[config.mk]
export PLATFORM = sky130hd
export DESIGN_NAME = ber_tlv_header_parser
export DESIGN_NICKNAME = d
export VERILOG_FILES = /design/src/design/btlv_pkg.sv /design/src/design/btlv_front.sv /design/src/design/btlv_queue.sv /design/src/design/btlv_back.sv /design/src/design/ber_tlv_header_parser.sv
export VERILOG_INCLUDE_DIRS = /design/src /design/src/design
export SDC_FILE = /design/constraint.sdc
export NUM_CORES = 1
export LEC_CHECK = 0
export ABC_AREA = 1
export BUFFER_PORTS_ARGS = -buffer_cell sky130_fd_sc_hd__buf_2
export CAP_MARGIN = 10
export CORE_MARGIN = 2
export CORE_UTILIZATION = 55
export DETAILED_ROUTE_END_ITERATION = 8
export PLACE_DENSITY_LB_ADDON = 0.05
export SLEW_MARGIN = 10
export SYNTH_ARGS = -nofsm -noshare
export SYNTH_HDL_FRONTEND = slang
export SYNTH_SLANG_ARGS = --single-unit
export TNS_END_PERCENT = 30
[constraint.sdc]
create_clock -name clk -period 5.9 [get_ports clk]
set_clock_uncertainty 0.1 [all_clocks]
set_input_delay 0.59 -clock clk [delete_from_list [all_inputs] [get_ports clk]]
set_output_delay 0.59 -clock clk [all_outputs]
set_load 0.005 [all_outputs]
[src/design/ber_tlv_header_parser_assert.svh]
// Assertion macros for the parser back end.
// Each expects clk and arst_n in scope.
`ifndef BER_TLV_HEADER_PARSER_ASSERT_SVH
`define BER_TLV_HEADER_PARSER_ASSERT_SVH

// Consequent must hold in the same cycle as the antecedent.
`define BTLV_ASSERT_NOW(lbl, ante, cons, msg) \
	lbl: assert property (@(posedge clk) disable iff (!arst_n) (ante) |-> (cons)) \
		else $error(msg);

// Consequent must hold in the cycle after the antecedent.
`define BTLV_ASSERT_NEXT(lbl, ante, cons, msg) \
	lbl: assert property (@(posedge clk) disable iff (!arst_n) (ante) |=> (cons)) \
		else $error(msg);

`endif

[src/design/btlv_pkg.sv]
`timescale 1ns / 1ps
`default_nettype none
package btlv_pkg;

	localparam int QUEUE_DEPTH = 4;

	localparam logic [1:0] KIND_HEADER  = 2'd0;
	localparam logic [1:0] KIND_PAYLOAD = 2'd1;
	localparam logic [1:0] KIND_ERROR   = 2'd2;

	localparam logic [3:0] ERR_NONE          = 4'd0;
	localparam logic [3:0] ERR_SHORT_BUFFER  = 4'd1;
	localparam logic [3:0] ERR_TAG_TRUNC     = 4'd2;
	localparam logic [3:0] ERR_LEN_TOO_MANY  = 4'd3;
	localparam logic [3:0] ERR_LEN_TRUNC     = 4'd4;
	localparam logic [3:0] ERR_LEN_ZERO_CNT  = 4'd5;
	localparam logic [3:0] ERR_LONG_LEN_ZERO = 4'd6;
	localparam logic [3:0] ERR_PAYLOAD_PAST  = 4'd7;
	localparam logic [3:0] ERR_TAG_WIDE      = 4'd8;

	localparam logic [4:0] TAG_ESCAPE = 5'h1F;

	typedef struct packed {
		logic [7:0] data;
		logic       eob;
		logic       short_tag;
		logic       cnt_over;
		logic       cnt_zero;
	} btlv_entry_t;

endpackage
`default_nettype wire

[src/design/btlv_front.sv]
`timescale 1ns / 1ps
`default_nettype none
module btlv_front import btlv_pkg::*; #(
	parameter int MAX_LENGTH_OCTETS = 4
) (
	input  wire logic        clk,
	input  wire logic        arst_n,
	input  wire logic        in_valid,
	output logic             in_ready,
	input  wire logic [7:0]  data_byte,
	input  wire logic        end_of_buffer,
	input  wire logic        q_full,
	output logic             push,
	output btlv_entry_t      push_entry
);

	logic        v_s1;
	btlv_entry_t entry_s1;

	assign push       = v_s1 && !q_full;
	assign in_ready   = !v_s1 || !q_full;
	assign push_entry = entry_s1;

	always_ff @(posedge clk or negedge arst_n) begin
		if (!arst_n) begin
			v_s1 <= 1'b0;
		end else if (in_valid && in_ready) begin
			v_s1 <= 1'b1;
		end else if (push) begin
			v_s1 <= 1'b0;
		end
	end

	// classify the byte for every role it may play in the header
	always_ff @(posedge clk) begin
		if (in_valid && in_ready) begin
			entry_s1.data      <= data_byte;
			entry_s1.eob       <= end_of_buffer;
			entry_s1.short_tag <= data_byte[4:0] != TAG_ESCAPE;
			entry_s1.cnt_over  <= data_byte[6:0] > 7'(MAX_LENGTH_OCTETS);
			entry_s1.cnt_zero  <= data_byte[6:0] == 7'd0;
		end
	end

endmodule
`default_nettype wire

[src/design/btlv_queue.sv]
`timescale 1ns / 1ps
`default_nettype none
module btlv_queue import btlv_pkg::*; (
	input  wire logic         clk,
	input  wire logic         arst_n,
	input  wire logic         push,
	input  btlv_entry_t       push_entry,
	output logic              full,
	input  wire logic         pop,
	output logic              q_valid,
	output btlv_entry_t       pop_entry
);

	localparam int PW = $clog2(QUEUE_DEPTH);
	localparam int CW = $clog2(QUEUE_DEPTH + 1);

	btlv_entry_t   slots_q [QUEUE_DEPTH];
	logic [PW-1:0] wptr_q;
	logic [PW-1:0] rptr_q;
	logic [CW-1:0] count_q;

	assign full      = count_q == CW'(QUEUE_DEPTH);
	assign q_valid   = count_q != '0;
	assign pop_entry = slots_q[rptr_q];

	always_ff @(posedge clk or negedge arst_n) begin
		if (!arst_n) begin
			wptr_q  <= '0;
			rptr_q  <= '0;
			count_q <= '0;
		end else begin
			if (push) begin
				wptr_q <= PW'((int'(wptr_q) + 1) % QUEUE_DEPTH);
			end
			if (pop) begin
				rptr_q <= PW'((int'(rptr_q) + 1) % QUEUE_DEPTH);
			end
			if (push && !pop) begin
				count_q <= count_q + CW'(1);
			end else if (pop && !push) begin
				count_q <= count_q - CW'(1);
			end
		end
	end

	always_ff @(posedge clk) begin
		if (push) begin
			slots_q[wptr_q] <= push_entry;
		end
	end

endmodule
`default_nettype wire

[src/design/btlv_back.sv]
`timescale 1ns / 1ps
`default_nettype none
`include "ber_tlv_header_parser_assert.svh"
module btlv_back import btlv_pkg::*; #(
	parameter int TAG_BITS          = 32,
	parameter int MAX_LENGTH_OCTETS = 4
) (
	input  wire logic        clk,
	input  wire logic        arst_n,
	input  wire logic        q_valid,
	input  btlv_entry_t      entry,
	output logic             pop,
	output logic             out_valid,
	input  wire logic        out_ready,
	output logic [1:0]       kind,
	output logic [1:0]       tag_class,
	output logic             constructed,
	output logic [31:0]      tag_number,
	output logic [31:0]      content_length,
	output logic [7:0]       payload_byte,
	output logic [3:0]       error_code,
	output logic             last
);

	localparam int LW = 8 * MAX_LENGTH_OCTETS;

	localparam logic [2:0] PH_FIRST     = 3'd0;
	localparam logic [2:0] PH_TAG       = 3'd1;
	localparam logic [2:0] PH_LEN_FIRST = 3'd2;
	localparam logic [2:0] PH_LEN_MORE  = 3'd3;
	localparam logic [2:0] PH_PAYLOAD   = 3'd4;
	localparam logic [2:0] PH_DROP      = 3'd5;

	logic [2:0]          phase_q, phase_n;
	logic [1:0]          class_q, class_n;
	logic                cons_q, cons_n;
	logic [TAG_BITS-1:0] tag_q, tag_n;
	logic [LW-1:0]       len_q, len_n;
	logic [3:0]          lol_q, lol_n;
	logic [LW-1:0]       pl_q, pl_n;

	logic       res_v;
	logic [1:0] res_kind;
	logic [7:0] res_pb;
	logic [3:0] res_err;
	logic       res_last;
	logic       hdr_go;
	logic [7:0] b;
	logic       eob;

	assign pop = q_valid && (!out_valid || out_ready);
	assign b   = entry.data;
	assign eob = entry.eob;

	always_comb begin
		phase_n  = phase_q;
		class_n  = class_q;
		cons_n   = cons_q;
		tag_n    = tag_q;
		len_n    = len_q;
		lol_n    = lol_q;
		pl_n     = pl_q;
		res_v    = 1'b0;
		res_kind = KIND_HEADER;
		res_pb   = 8'd0;
		res_err  = ERR_NONE;
		res_last = 1'b0;
		hdr_go   = 1'b0;
		unique case (phase_q)
			PH_FIRST: begin
				class_n = b[7:6];
				cons_n  = b[5];
				tag_n   = '0;
				len_n   = '0;
				lol_n   = '0;
				pl_n    = '0;
				if (eob) begin
					res_v   = 1'b1;
					res_err = ERR_SHORT_BUFFER;
				end else if (entry.short_tag) begin
					tag_n   = TAG_BITS'(b[4:0]);
					phase_n = PH_LEN_FIRST;
				end else begin
					phase_n = PH_TAG;
				end
			end
			PH_TAG: begin
				if ((tag_q >> (TAG_BITS - 7)) != '0) begin
					res_v   = 1'b1;
					res_err = ERR_TAG_WIDE;
				end else begin
					tag_n = TAG_BITS'({tag_q, b[6:0]});
					if (b[7]) begin
						if (eob) begin
							res_v   = 1'b1;
							res_err = ERR_TAG_TRUNC;
						end
					end else if (eob) begin
						res_v   = 1'b1;
						res_err = ERR_LEN_TRUNC;
					end else begin
						phase_n = PH_LEN_FIRST;
					end
				end
			end
			PH_LEN_FIRST: begin
				if (!b[7]) begin
					len_n  = LW'(b);
					hdr_go = 1'b1;
				end else if (entry.cnt_over) begin
					res_v   = 1'b1;
					res_err = ERR_LEN_TOO_MANY;
				end else if (entry.cnt_zero) begin
					res_v   = 1'b1;
					res_err = ERR_LEN_ZERO_CNT;
				end else if (eob) begin
					res_v   = 1'b1;
					res_err = ERR_LEN_TRUNC;
				end else begin
					lol_n   = b[3:0];
					len_n   = '0;
					phase_n = PH_LEN_MORE;
				end
			end
			PH_LEN_MORE: begin
				len_n = LW'({len_q, b});
				lol_n = (lol_q != 4'd0) ? lol_q - 4'd1 : lol_q;
				if (lol_n == 4'd0) begin
					if (len_n == '0) begin
						res_v   = 1'b1;
						res_err = ERR_LONG_LEN_ZERO;
					end else begin
						hdr_go = 1'b1;
					end
				end else if (eob) begin
					res_v   = 1'b1;
					res_err = ERR_LEN_TRUNC;
				end
			end
			PH_PAYLOAD: begin
				if (pl_q > LW'(1) && eob) begin
					res_v   = 1'b1;
					res_err = ERR_PAYLOAD_PAST;
				end else begin
					res_v    = 1'b1;
					res_kind = KIND_PAYLOAD;
					res_pb   = b;
					res_last = pl_q <= LW'(1);
					pl_n     = (pl_q != '0) ? pl_q - LW'(1) : pl_q;
					if (res_last) begin
						phase_n = PH_DROP;
					end
				end
			end
			default: begin
				phase_n = PH_DROP;
			end
		endcase

		if (res_err != ERR_NONE) begin
			res_kind = KIND_ERROR;
			res_last = 1'b1;
			phase_n  = PH_DROP;
		end

		if (hdr_go) begin
			res_v = 1'b1;
			if (len_n == '0) begin
				res_last = 1'b1;
				phase_n  = PH_DROP;
			end else if (eob) begin
				res_kind = KIND_ERROR;
				res_err  = ERR_PAYLOAD_PAST;
				res_last = 1'b1;
				phase_n  = PH_DROP;
			end else begin
				pl_n    = len_n;
				phase_n = PH_PAYLOAD;
			end
		end

		if (eob) begin
			phase_n = PH_FIRST;
		end
	end

	always_ff @(posedge clk or negedge arst_n) begin
		if (!arst_n) begin
			phase_q   <= PH_FIRST;
			class_q   <= '0;
			cons_q    <= 1'b0;
			tag_q     <= '0;
			len_q     <= '0;
			lol_q     <= '0;
			pl_q      <= '0;
			out_valid <= 1'b0;
		end else begin
			if (pop) begin
				phase_q <= phase_n;
				class_q <= class_n;
				cons_q  <= cons_n;
				tag_q   <= tag_n;
				len_q   <= len_n;
				lol_q   <= lol_n;
				pl_q    <= pl_n;
			end
			if (pop && res_v) begin
				out_valid <= 1'b1;
			end else if (out_ready) begin
				out_valid <= 1'b0;
			end
		end
	end

	always_ff @(posedge clk) begin
		if (pop && res_v) begin
			kind         <= res_kind;
			payload_byte <= res_pb;
			error_code   <= res_err;
			last         <= res_last;
			if (res_kind == KIND_ERROR) begin
				tag_class      <= '0;
				constructed    <= 1'b0;
				tag_number     <= '0;
				content_length <= '0;
			end else begin
				tag_class      <= class_n;
				constructed    <= cons_n;
				tag_number     <= 32'(tag_n);
				content_length <= 32'(len_n);
			end
		end
	end

	`BTLV_ASSERT_NOW(a_err_clean, out_valid && kind == KIND_ERROR,
		tag_number == '0 && content_length == '0 && last, "error item not cleared")
	`BTLV_ASSERT_NOW(a_payload_left, phase_q == PH_PAYLOAD, pl_q != '0,
		"payload phase with no bytes left")
	`BTLV_ASSERT_NEXT(a_eob_restart, pop && eob, phase_q == PH_FIRST,
		"buffer end did not restart parser")

endmodule
`default_nettype wire

[src/design/ber_tlv_header_parser.sv]
// BER TLV header parser.
// Input channel (in_valid/in_ready): one buffer byte per item in data_byte,
// end_of_buffer set on the buffer's final byte.
// Output channel (out_valid/out_ready): at most one item per input byte;
// kind gives header, payload byte or error, with the element's class,
// constructed bit, tag number and content length, or an error code.
// last marks the final item of an element and every error.
// Throughput: one byte per cycle while the receiver takes results, set by
// the back-end parser, which handles one byte per pop. A result passes
// through the classify register, a queue slot and the output register.
// A four-entry queue sits between the classifier and the parser; when the
// receiver stalls the output register holds, the parser stops popping and
// the input keeps taking bytes until the queue and classify stage are full.
// Reset clears the queue and output valid and leaves the parser expecting
// the first tag octet of a new buffer. No clearing pass is needed.
`timescale 1ns / 1ps
`default_nettype none
module ber_tlv_header_parser import btlv_pkg::*; #(
	parameter int TAG_BITS          = 32,
	parameter int MAX_LENGTH_OCTETS = 4
) (
	input  wire logic        clk,
	input  wire logic        arst_n,
	input  wire logic        in_valid,
	output logic             in_ready,
	input  wire logic [7:0]  data_byte,
	input  wire logic        end_of_buffer,
	output logic             out_valid,
	input  wire logic        out_ready,
	output logic [1:0]       kind,
	output logic [1:0]       tag_class,
	output logic             constructed,
	output logic [31:0]      tag_number,
	output logic [31:0]      content_length,
	output logic [7:0]       payload_byte,
	output logic [3:0]       error_code,
	output logic             last
);

	logic        q_full;
	logic        push;
	btlv_entry_t push_entry;
	logic        pop;
	logic        q_valid;
	btlv_entry_t pop_entry;

	btlv_front #(
		.MAX_LENGTH_OCTETS(MAX_LENGTH_OCTETS)
	) u_front (
		.clk          (clk),
		.arst_n       (arst_n),
		.in_valid     (in_valid),
		.in_ready     (in_ready),
		.data_byte    (data_byte),
		.end_of_buffer(end_of_buffer),
		.q_full       (q_full),
		.push         (push),
		.push_entry   (push_entry)
	);

	btlv_queue u_queue (
		.clk       (clk),
		.arst_n    (arst_n),
		.push      (push),
		.push_entry(push_entry),
		.full      (q_full),
		.pop       (pop),
		.q_valid   (q_valid),
		.pop_entry (pop_entry)
	);

	btlv_back #(
		.TAG_BITS         (TAG_BITS),
		.MAX_LENGTH_OCTETS(MAX_LENGTH_OCTETS)
	) u_back (
		.clk           (clk),
		.arst_n        (arst_n),
		.q_valid       (q_valid),
		.entry         (pop_entry),
		.pop           (pop),
		.out_valid     (out_valid),
		.out_ready     (out_ready),
		.kind          (kind),
		.tag_class     (tag_class),
		.constructed   (constructed),
		.tag_number    (tag_number),
		.content_length(content_length),
		.payload_byte  (payload_byte),
		.error_code    (error_code),
		.last          (last)
	);

endmodule
`default_nettype wire
# Word-level counts from Yosys, hierarchy flattened
# Memories as Yosys holds them, arrays and structs flattened.
# Cells that the tools add are included.
word_totals:
  memories: 1
  word_cells: 170
  out_inout_bits: 84
  inputBits: 13
  reg_bits: 209
  mem_bits_rw: 48
classes:
  reduce_logical: 31
  magnitude_cmp: 3
  n_eq_ne: 19
  addsub: 6
  n_mux: 84
  bitwise: 1
memory_table:
  columns: ["memory", "words", "word_bits", "rd", "rd_clocked_by_memory_dff", "wr", "line", "source"]
  rows:
  - ["u_queue.slots_q", 4, 12, 1, 0, 1, "btlv_queue.sv:17", "btlv_entry_t slots_q [QUEUE_DEPTH];"]
op_table:
  columns: ["cell", "n"]
  rows:
  - ["$mux 32", 11]
  - ["$pmux 32 s2", 2]
  - ["$pmux 32 s3", 1]
  - ["$logic_not 32->1", 2]
  - ["$reduce_bool 32->1", 2]
  - ["$mux 4", 13]
  - ["$mux 3", 16]
  - ["$gt 32x1->1 const B", 1]
  - ["$le 32x1->1 const B", 1]
  - ["$sub 32x1->32 const B", 1]
  - ["$mux 1", 27]
  - ["$pmux 4 s5", 1]
  - ["$mux 2", 8]
  - ["$pmux 3 s5", 1]
  - ["$pmux 4 s3", 1]
  - ["$ne 5x2->1 const B", 2]
  - ["$ne 5x3->1 const B", 2]
  - ["$ne 5x4->1 const B", 2]
  - ["$ne 5x5->1 const B", 2]
  - ["$reduce_and 9->1", 1]
  - ["$reduce_bool 4->1", 2]
  - ["$gt 7x3->1 const B", 1]
  - ["$logic_and 1x1->1", 7]
  - ["$logic_not 7->1", 1]
  - ["other kinds (23)", 36]

# Depth between registers and ports, before layout
# Gate-level depths: netlist of the first run.
# An unclocked memory read counts as a cell.
logic_depth:
  ltp_word: 12
  depth_mapped: 21
  mapped_depth_nobuf: 19

# By module
# A second synthesis of the first run with hierarchy kept.
hier_totals:
  hier_cells: 1567
  hier_area_um2: 13380.3
modules_own_cells:
  columns: ["mod", "cells_each", "seq_area_each_um2", "area_each_um2", "instances"]
  rows:
  - ["btlv_back", 1340, 5139.9, 10547.6, 1]
  - ["btlv_queue", 189, 1616.6, 2349.8, 1]
  - ["btlv_front", 38, 385.4, 483.0, 1]

# Least setup slack after synthesis of the first run
# Ideal clock, no wire load.
synth_path:
  path_type: "in2reg"
  from: "input out_ready"
  to: "register u_back.constructed, enable pin"
  arrival_time_ns: 5.275
  path_slack_ns: 0.002
  required_time_ns: 5.277
  setup_ns: 0.523
  path_stages: 6
  path_buffers: 2
  path_cell_list: "nor2_1 -> a31oi_1 -> clkinv_1 -> clkbuf_1 -> clkbuf_1 -> nor2_1"
synth_between:
  elab_chain_cells: 3
synth_lines:
  columns: ["element", "line", "source"]
  rows:
  - ["from (decl)", "ber_tlv_header_parser.sv:29", "input wire logic out_ready,"]
  - ["$logic_or 1x1->1", "btlv_back.sv:51", "assign pop = q_valid && (!out_valid || out_ready);"]
  - ["$logic_and 1x1->1", "btlv_back.sv:51", null]
  - ["$logic_and 1x1->1", "btlv_back.sv:216", "if (pop && res_v) begin"]
  - ["to (signal assigned)", "btlv_back.sv:228", "constructed <= cons_n;"]
  - ["to (decl)", "btlv_back.sv:17", "output logic constructed,"]
# Every way passes these cells.
# A chain may end at the register's enable or synchronous reset.

# Final worst setup path of the first run
layout_path:
  from: "register u_queue.rptr_q[0]"
  to: "register u_back.content_length[30], data pin"
layout_between:
  elab_chain_cells: 12
  elab_cells_between_ends: 33
  classes_between: "1 x eq/ne; 27 x mux; 4 x reduce/logical; 1 x memory"
layout_lines:
  columns: ["element", "line", "source"]
  rows:
  - ["from (decl)", "btlv_queue.sv:19", "logic [PW-1:0] rptr_q;"]
  - ["from (signal assigned)", "btlv_queue.sv:36", "rptr_q <= PW'((int'(rptr_q) + 1) % QUEUE_DEPTH);"]
  - ["$mem_v2 4x12 *", null, null]
  - ["branches (longest 11 deep; another with $logic_not 32->1)", null, null]
  - ["to (signal assigned)", "btlv_back.sv:230", "content_length <= 32'(len_n);"]
  - ["to (decl)", "btlv_back.sv:19", "output logic [31:0] content_length,"]
# Mark *: on every way between the ends.

==> reports/qor.csv, run 1 <==
metric,value,unit
clock_tree.htree_level_count,1,
core,22600,um^2
num_vias,9933,
async_s_r_ff_share_synth,44.7,%
grt_first_pass_wirelength,49.0,mm
ctsResizeCount,0,
timing.critical_path.to_type,flop,
die_area,24400,um^2
syn_area,12700,um^2
die_x,156,um
synthCells,1427,
core.rowCount,55,
yosysUniqueCellTypes,47,
min_path_type,in2async,
peakVddDrop,0.000501,V
syn_to_final_growth,12.5,%
power_frac_clock,20.5,%
clock_sinks,257,
report.final.slew_viol_count,0,
hold_violations,0,
cts_setup_buffers,0,
antennaDiodeCount,0,
drt_iter0_drc,731,
gr-total-overflow,0,
timing.setup.critical_path_class,reg2reg,
post_drt_wl_per_cell,16.7,um
drive_gt1_share,14.6,%
final.setup.tns,0,ns
initial_utilization,56.2,%
worst_ep_required_time,6.16,ns
globalRouteTotalUtil,25.4,%
post_drt_via_cell_ratio,5.48,
detail_route.wirelength,30.3,mm
yosys_register_bits,257,
arrival,4.95,ns
final_count_of_negative_setup_slack_endpoints,0,
comb_power_share,45.2,%
synth-main-ff-cell,edfxtp_1,
seq_area_frac_synth,56.1,%
io-pin-count,97,
avgSynthCellArea,8.91,um^2
fin_hold_ws,0.0424,ns
worst-path-max-fanout,68,
largest_net_degree_at_the_start_of_global_routing,83,
antenna_found_initial,0,
max_freq,213,MHz
static-leakage-power,6.34,nW
half_perimeter_wire_length_after_placement,20.8,mm
drc_errors,0,
synth_nets,1450,
cap_viol_max_count,0,
seq_power_share,34.4,%
clk_pin_slew_worst_paths,0.06,ns
clkLatencyLatePin,0.55,ns
cts-hold-fix-buffers,0,
post-route-min-period,4.69,ns
slew_headroom,22.3,%
cts_tree,built,
synth-edff-count,142,
synthesis.yosys.warnings,0,
cts-root-to-sink-buffers,3,
post-place-ws,1.23,ns
number_of_global_route_vias_before_repair,9239,
outcome,completed,
power.density,613,nW/um^2
ctsRootBufferMaster,clkbuf_16,
globalplace.congestion,0.950,
startpoint_type,flop,
period_share,79.6,%
grt_setup_unrepaired,no,
detailedRoute.firstPassIterationCount,5,
antenna_violating_nets_post_route,0,
worst_slew_pin_slew,1.16,ns
p_int,0.00487,W
die_h,156,um
total_switching_power,0.00390,W
tritoncts_buffers,28,
final.setup.worst_slack,1.21,ns
p_sw_share,44.5,%
port_buffers,96,
finish.net_count,1527,
[registers in the layout, summed over array words and instances (netlist names), 8 cells and up]
signal / count
u_queue.slots_q: 48
u_back.content_length: 32
u_back.len_q: 32
u_back.pl_q: 32
u_back.tag_number: 32
u_back.tag_q: 32
u_front.push_entry: 12
u_back.payload_byte: 8
[kinds of logic (layout without fill, tap and decap cells)]
group | count (synthesis) | count (layout) | share of synthesized area (%)
XOR/XNOR | 28 | 28 | 1.93
AO/OA/AOI/OAI | 211 | 211 | 10.0
flip-flops | 257 | 257 | 56.1
buffers and inverters | 237 | 336 | 7.69
adder cells (fa/ha/maj) | 10 | 10 | 1.04
AND/OR/NAND/NOR | 684 | 684 | 23.2
[final timing paths]
check                                               from                                      end  slack (ns)  depth (start not counted)
setup reg to reg           u_queue.rptr_q[0]$_DFFE_PN0P_  u_back.content_length[30]$_SDFFCE_PN0P_        1.21                         16
hold reg to reg                u_back.cons_q$_DFFE_PN0P_                u_back.cons_q$_DFFE_PN0P_        0.39                          2
hold / removal                                    arst_n             u_back.len_q[25]$_DFFE_PN0P_        0.04                          1
min in group clk                           end_of_buffer          u_front.push_entry[3]$_DFFE_PP_        0.12                          1
setup / recovery           u_queue.rptr_q[0]$_DFFE_PN0P_  u_back.content_length[30]$_SDFFCE_PN0P_        1.21                         16
max in group asynchronous                         arst_n              u_back.tag_q[4]$_DFFE_PN0P_        4.41                          2
[through the flow]
| step | instance area (um^2) | total power, W | utilization, % | instances |
|---|---|---|---|---|
| 3_3_place_gp | 13400 | 0.00692 | 59.0 | 1759 |
| 4_1_cts | 14300 | 0.00881 | 63.2 | 1811 |
| 2_1_floorplan | 12700 | 0.00593 | - | 1427 |
| 6_report | 14300 | 0.00878 | 63.2 | 1811 |
| 3_5_place_dp | 13400 | 0.00700 | 59.0 | 1759 |
| 5_1_grt | 14300 | 0.00943 | 63.2 | 1811 |
[power groups by stage]
stage	clock [W]	combinational, W	sequential (W)
global placement	0	0.00389	0.00303
finish	0.00180	0.00396	0.00302
global route	0.00190	0.00444	0.00308
floorplan	0	0.00290	0.00303
detailed placement	0	0.00395	0.00305
CTS	0.00182	0.00397	0.00302
[layout make-up]
cell class	instances	area, um^2
Clock buffer	37	764
Clock inverter	15	198
Fill cell	1930	8330
Inverter	179	674
Multi-Input combinational cell	933	4630
Sequential cell	257	7140
Tap cell	285	357
Timing Repair Buffer	105	551
[synth_stat cells, types with 5 or more instances]
master	number	area share, %
buf_6	9	0.80
edfxtp_1	142	34
nand4_1	34	1.7
nor2_1	188	5.5
a21boi_2	7	0.62
inv_1	171	5.0
a21oi_1	22	0.87
ha_1	9	0.89
o21ai_0	109	4.3
a31oi_1	5	0.25
inv_2	5	0.15
dfrtp_1	115	23
nor3_1	8	0.31
nand2_1	319	9.4
nor2_2	26	1.3
nor4_1	11	0.54
xor2_1	25	1.7
o22ai_1	36	1.8
buf_2	9	0.35
a21oi_2	18	1.2
nand3_1	78	3.1
clkbuf_1	34	1.0
[worst max-delay path: stages, from the launching register on]
cell	delay (ns)
dfrtp_1	0.84
inv_4	0.25
nand2_1	0.12
nand3_1	0.09
nand2_2	0.45
nand3_2	0.17
nand2_2	0.13
nand2_4	0.29
a21boi_1	0.43
nand2_1	0.09
nor2_1	0.10
nand2_1	0.07
nor2_2	0.20
nand2_4	0.19
nand3_4	0.13
nand2_4	0.43
nor2_1	0.36
[per-layer routing]
layer | track usage, % | routed length (um) | share of wire [%]
met5 | 0 | 0 | 0
met3 | 4.86 | 2450 | 8.1
met4 | 5.11 | 500 | 1.6
met1 | 39.4 | 14400 | 47
met2 | 37.7 | 13000 | 43
[placed cells by master (no fill, tap or decap), drive strengths merged, types with 2 or more instances in the layout]
cell type / netlist / layout
nand2: 325 / 325
nor2: 214 / 214
inv: 177 / 179
edfxtp: 142 / 142
dfrtp: 115 / 115
o21ai: 109 / 109
buf: 24 / 105
nand3: 81 / 81
a21oi: 42 / 42
clkbuf: 34 / 37
o22ai: 36 / 36
nand4: 34 / 34
xor2: 25 / 25
nor4: 11 / 11
ha: 9 / 9
a21boi: 9 / 9
clkinv: 2 / 9
nor3: 8 / 8
a31oi: 5 / 5
o211ai: 4 / 4
bufinv: 0 / 4
nand3b: 3 / 3
xnor2: 3 / 3
nor3b: 3 / 3
and3: 2 / 2
o21bai: 2 / 2
clkinvlp: 0 / 2
Note: power is estimated with default switching activity, not from simulation.
==> run 2, diff against run 1 <==
- ABC_AREA: 1 -> 0
- CORE_UTILIZATION: 55 -> 54
- clock period: 5.9 -> 4.3 ns (I/O delays scaled with it)
==> reports/qor.csv, run 2 <==
metric,value,unit,change
clock_tree.htree_level_count,1,,unchanged
total_switching_power,0.00479,W,was 0.00390 W
synth_top_family_by_area,compound AO/OA/AOI/OAI gates,,was simple AND/OR/NAND/NOR gates
report.final.slew_viol_count,0,,unchanged
die_x,152,um,was 156 um
hold_violations,0,,unchanged
tritoncts_buffers,27,,was 28
cts_setup_buffers,0,,unchanged
synthMuxAreaShare,3.04,%,was 0%
worst_ep_required_time,4.64,ns,was 6.16 ns
yosys_register_bits,257,,unchanged
detail_route.wirelength,29.0,mm,was 30.3 mm
slew_headroom,30.7,%,was 22.3%
cts_tree,built,,unchanged
post-route-cell-area,13500,um^2,"was 14,300 um^2"
core,21200,um^2,"was 22,600 um^2"
synth-main-ff-cell,edfxtp_1,,unchanged
antennaDiodeCount,0,,unchanged
power.density,856,nW/um^2,was 613 nW/um^2
antenna_violating_nets_post_route,0,,unchanged
cts-root-to-sink-buffers,3,,unchanged
peakVddDrop,0.000734,V,was 0.000501 V
synthesis.yosys.warnings,0,,unchanged
yosys.area.top_type,edfxtp_1,,unchanged
mostFrequentLayoutCells,"142 x edfxtp_1, 115 x dfrtp_1, 99 x nor2_1",,"was 319 x nand2_1, 187 x nor2_1, 171 x inv_1"
final.setup.tns,0,ns,unchanged
timing.critical_path.to_type,flop,,unchanged
clkLatencyLatePin,0.54,ns,was 0.55 ns
globalplace.congestion,0.891,,was 0.950
synthSimpleGateAreaFrac,12.8,%,was 23.2%
startpoint_type,flop,,unchanged
fillCellCount,1717,,"was 1,930"
die_area,23000,um^2,"was 24,400 um^2"
yosysUniqueCellTypes,81,,was 47
drt_iter0_drc,967,,was 731
max_freq,256,MHz,was 213 MHz
num_vias,8714,,"was 9,933"
die_h,152,um,was 156 um
drc_errors,0,,unchanged
largest_register,u_queue.slots_q,,unchanged
synth_xor_area_share,0.447,%,was 1.93%
post-place-ws,0.485,ns,was 1.23 ns
synth_nets,989,,"was 1,450"
static-leakage-power,5.37,nW,was 6.34 nW
worst_slew_pin_slew,1.04,ns,was 1.16 ns
power_frac_clock,20.2,%,was 20.5%
top_cells_by_area_synth,"edfxtp_1 36%, dfrtp_1 24%, a22o_1 4.6%",,"was edfxtp_1 34%, dfrtp_1 23%, nand2_1 9.4%"
syn_area,11800,um^2,"was 12,700 um^2"
drive_gt1_share,19.1,%,was 14.6%
seq_power_share,36.5,%,was 34.4%
final.setup.worst_slack,0.391,ns,was 1.21 ns
number_of_global_route_vias_before_repair,7910,,"was 9,239"
p_int,0.00678,W,was 0.00487 W
worst-path-max-fanout,11,,was 68
clock_sinks,257,,unchanged
detailed_place.area,12500,um^2,"was 13,400 um^2"
detailedRoute.firstPassIterationCount,6,,was 5
holdPathStages,1,,
gr-total-overflow,0,,unchanged
number_of_flip_flops_under_the_largest_register_name,48,,unchanged
io-pin-count,97,,unchanged
comb_power_share,43.3,%,was 45.2%
globalRouteTotalUtil,25.6,%,was 25.4%
antenna_found_initial,0,,unchanged
post-route-min-period,3.91,ns,was 4.69 ns
timing.setup.critical_path_class,reg2reg,,unchanged
half_perimeter_wire_length_after_placement,19.3,mm,was 20.8 mm
reg2regPathDepth,9,,was 16
initial_utilization,55.4,%,was 56.2%
grt_setup_unrepaired,no,,unchanged
arrival,4.24,ns,was 4.95 ns
final_count_of_negative_setup_slack_endpoints,0,,unchanged
p_sw_share,41.4,%,was 44.5%
syn_to_final_growth,15.0,%,was 12.5%
port_buffers,96,,unchanged
ctsRootBufferMaster,clkbuf_16,,unchanged
yosysTopAreaCellShare,36.3,%,was 33.5%
netlist_top_cells_count,"142 x edfxtp_1, 115 x dfrtp_1, 101 x nor2_1, 63 x a22oi_1, 62 x a22o_1",,"was 319 x nand2_1, 188 x nor2_1, 171 x inv_1, 142 x edfxtp_1, 115 x dfrtp_1"
area_fraction_in_compound_gates_after_synthesis,18.6,%,was 10.0%
post_drt_wl_per_cell,21.4,um,was 16.7 um
seq_area_frac_synth,60.8,%,was 56.1%
clk_pin_slew_worst_paths,0.06,ns,about the same
outcome,completed,,unchanged
largest_net_degree_at_the_start_of_global_routing,116,,was 83
synthCells,966,,"was 1,427"
synth_adder_area_share,1.13,%,was 1.04%
core.rowCount,53,,was 55
async_s_r_ff_share_synth,44.7,%,unchanged
most_common_cell_after_layout_fill_and_taps_aside,edfxtp_1,,was nand2_1
synth-edff-count,142,,unchanged
avgSynthCellArea,12.2,um^2,was 8.91 um^2
post_drt_via_cell_ratio,6.43,,was 5.48
synth_most_common_cell,edfxtp_1,,was nand2_1
min_path_type,in2reg,,was in2async
period_share,90.9,%,was 79.6%
cap_viol_max_count,0,,unchanged
finish.net_count,1082,,"was 1,527"
grt_first_pass_wirelength,45.4,mm,was 49.0 mm
==> run 2: cell types whose count changed in the layout (fill, tap and decap cells not counted), moves of 18 or more <==
cell,previous run,this run
nand2_1,319,51
inv_1,171,20
nor2_1,187,99
a22oi_1,0,63
a22o_1,0,62
o21ai_0,109,48
nand3_1,78,21
o22ai_1,36,5
nand4_1,34,9
nor2_2,26,1
xor2_1,25,2
a21oi_2,19,1
==> run 2: worst max-delay path: stages, from the launching register on <==
cell and delay, ns:
dfrtp_1 0.43, inv_1 0.08, ha_1 0.23, or4b_2 0.62, a311oi_1 0.55, a21boi_2 0.39, o31ai_4 0.12, nor2_1 0.66
nand2_1 0.36, o221ai_1 0.26
==> run 2: path summary, 6_finish.rpt <==
path,slack (ns),endpoint,startpoint
setup / recovery,0.39,u_back.pl_q[4]$_DFFE_PN0P_,u_back.lol_q[0]$_DFFE_PN0P_
hold reg to reg,0.40,u_queue.slots_q[3][0]$_DFFE_PP_,u_front.push_entry[0]$_DFFE_PP_
hold / removal,0.02,u_front.push_entry[7]$_DFFE_PP_,data_byte[3]
min in group asynchronous,0.41,u_back.pl_q[31]$_DFFE_PN0P_,arst_n
max in group asynchronous,3.17,u_back.lol_q[3]$_DFFE_PN0P_,arst_n
setup reg to reg,0.39,u_back.pl_q[4]$_DFFE_PN0P_,u_back.lol_q[0]$_DFFE_PN0P_
==> run 2: cell type report <==
type | count | area, um^2 | area share (%)
clock buffer | 29 | 703 | 5.20
clock inverter | 21 | 196 | 1.45
inverter | 21 | 78.8 | 0.583
multi-input combinational | 623 | 4260 | 31.5
sequential | 257 | 7140 | 52.8
tap | 275 | 344 | 2.55
timing repair buffer | 129 | 791 | 5.85
==> run 2: stage by stage <==
stage                     utilization (%)  total power [W]  hold WS (ns)  instances
final                                63.7           0.0116        0.0193       1355
after global routing                 63.7           0.0123       0.00738       1355
after CTS                            63.7           0.0116     0.0000785       1355
after detailed placement             59.0          0.00923         0.386       1296
after global placement               59.0          0.00913         0.379       1296
after floorplan                         -          0.00756        0.0344        966
==> run 2: power groups by stage <==
stage / Sequential (W) / Combinational [W] / Clock, W
2_1_floorplan: 0.00418 / 0.00338 / 0
3_3_place_gp: 0.00423 / 0.00490 / 0
3_5_place_dp: 0.00426 / 0.00497 / 0
4_1_cts: 0.00421 / 0.00499 / 0.00238
5_1_grt: 0.00432 / 0.00549 / 0.00248
6_report: 0.00422 / 0.00501 / 0.00234
==> run 2: cell families after synthesis <==
logic type	Yosys count
buffers and inverters	86
multiplexers	20
adder cells (fa/ha/maj)	10
AO/OA/AOI/OAI	289
AND/OR/NAND/NOR	298
flip-flops	257
XOR/XNOR	6
==> run 2: layer usage <==
metal	routed length [um]	global-route usage [%]
met4	570	6.34
met2	12500	36.0
met5	0	0
met3	2480	4.10
met1	13400	41.6
==> run 2: what timing repair did <==
item | CTS | global route
hold buffers | 9 | 0
setup endpoints to repair | 0 | 0
hold endpoints to repair | 123 | 0
resized for setup | 0 | 0
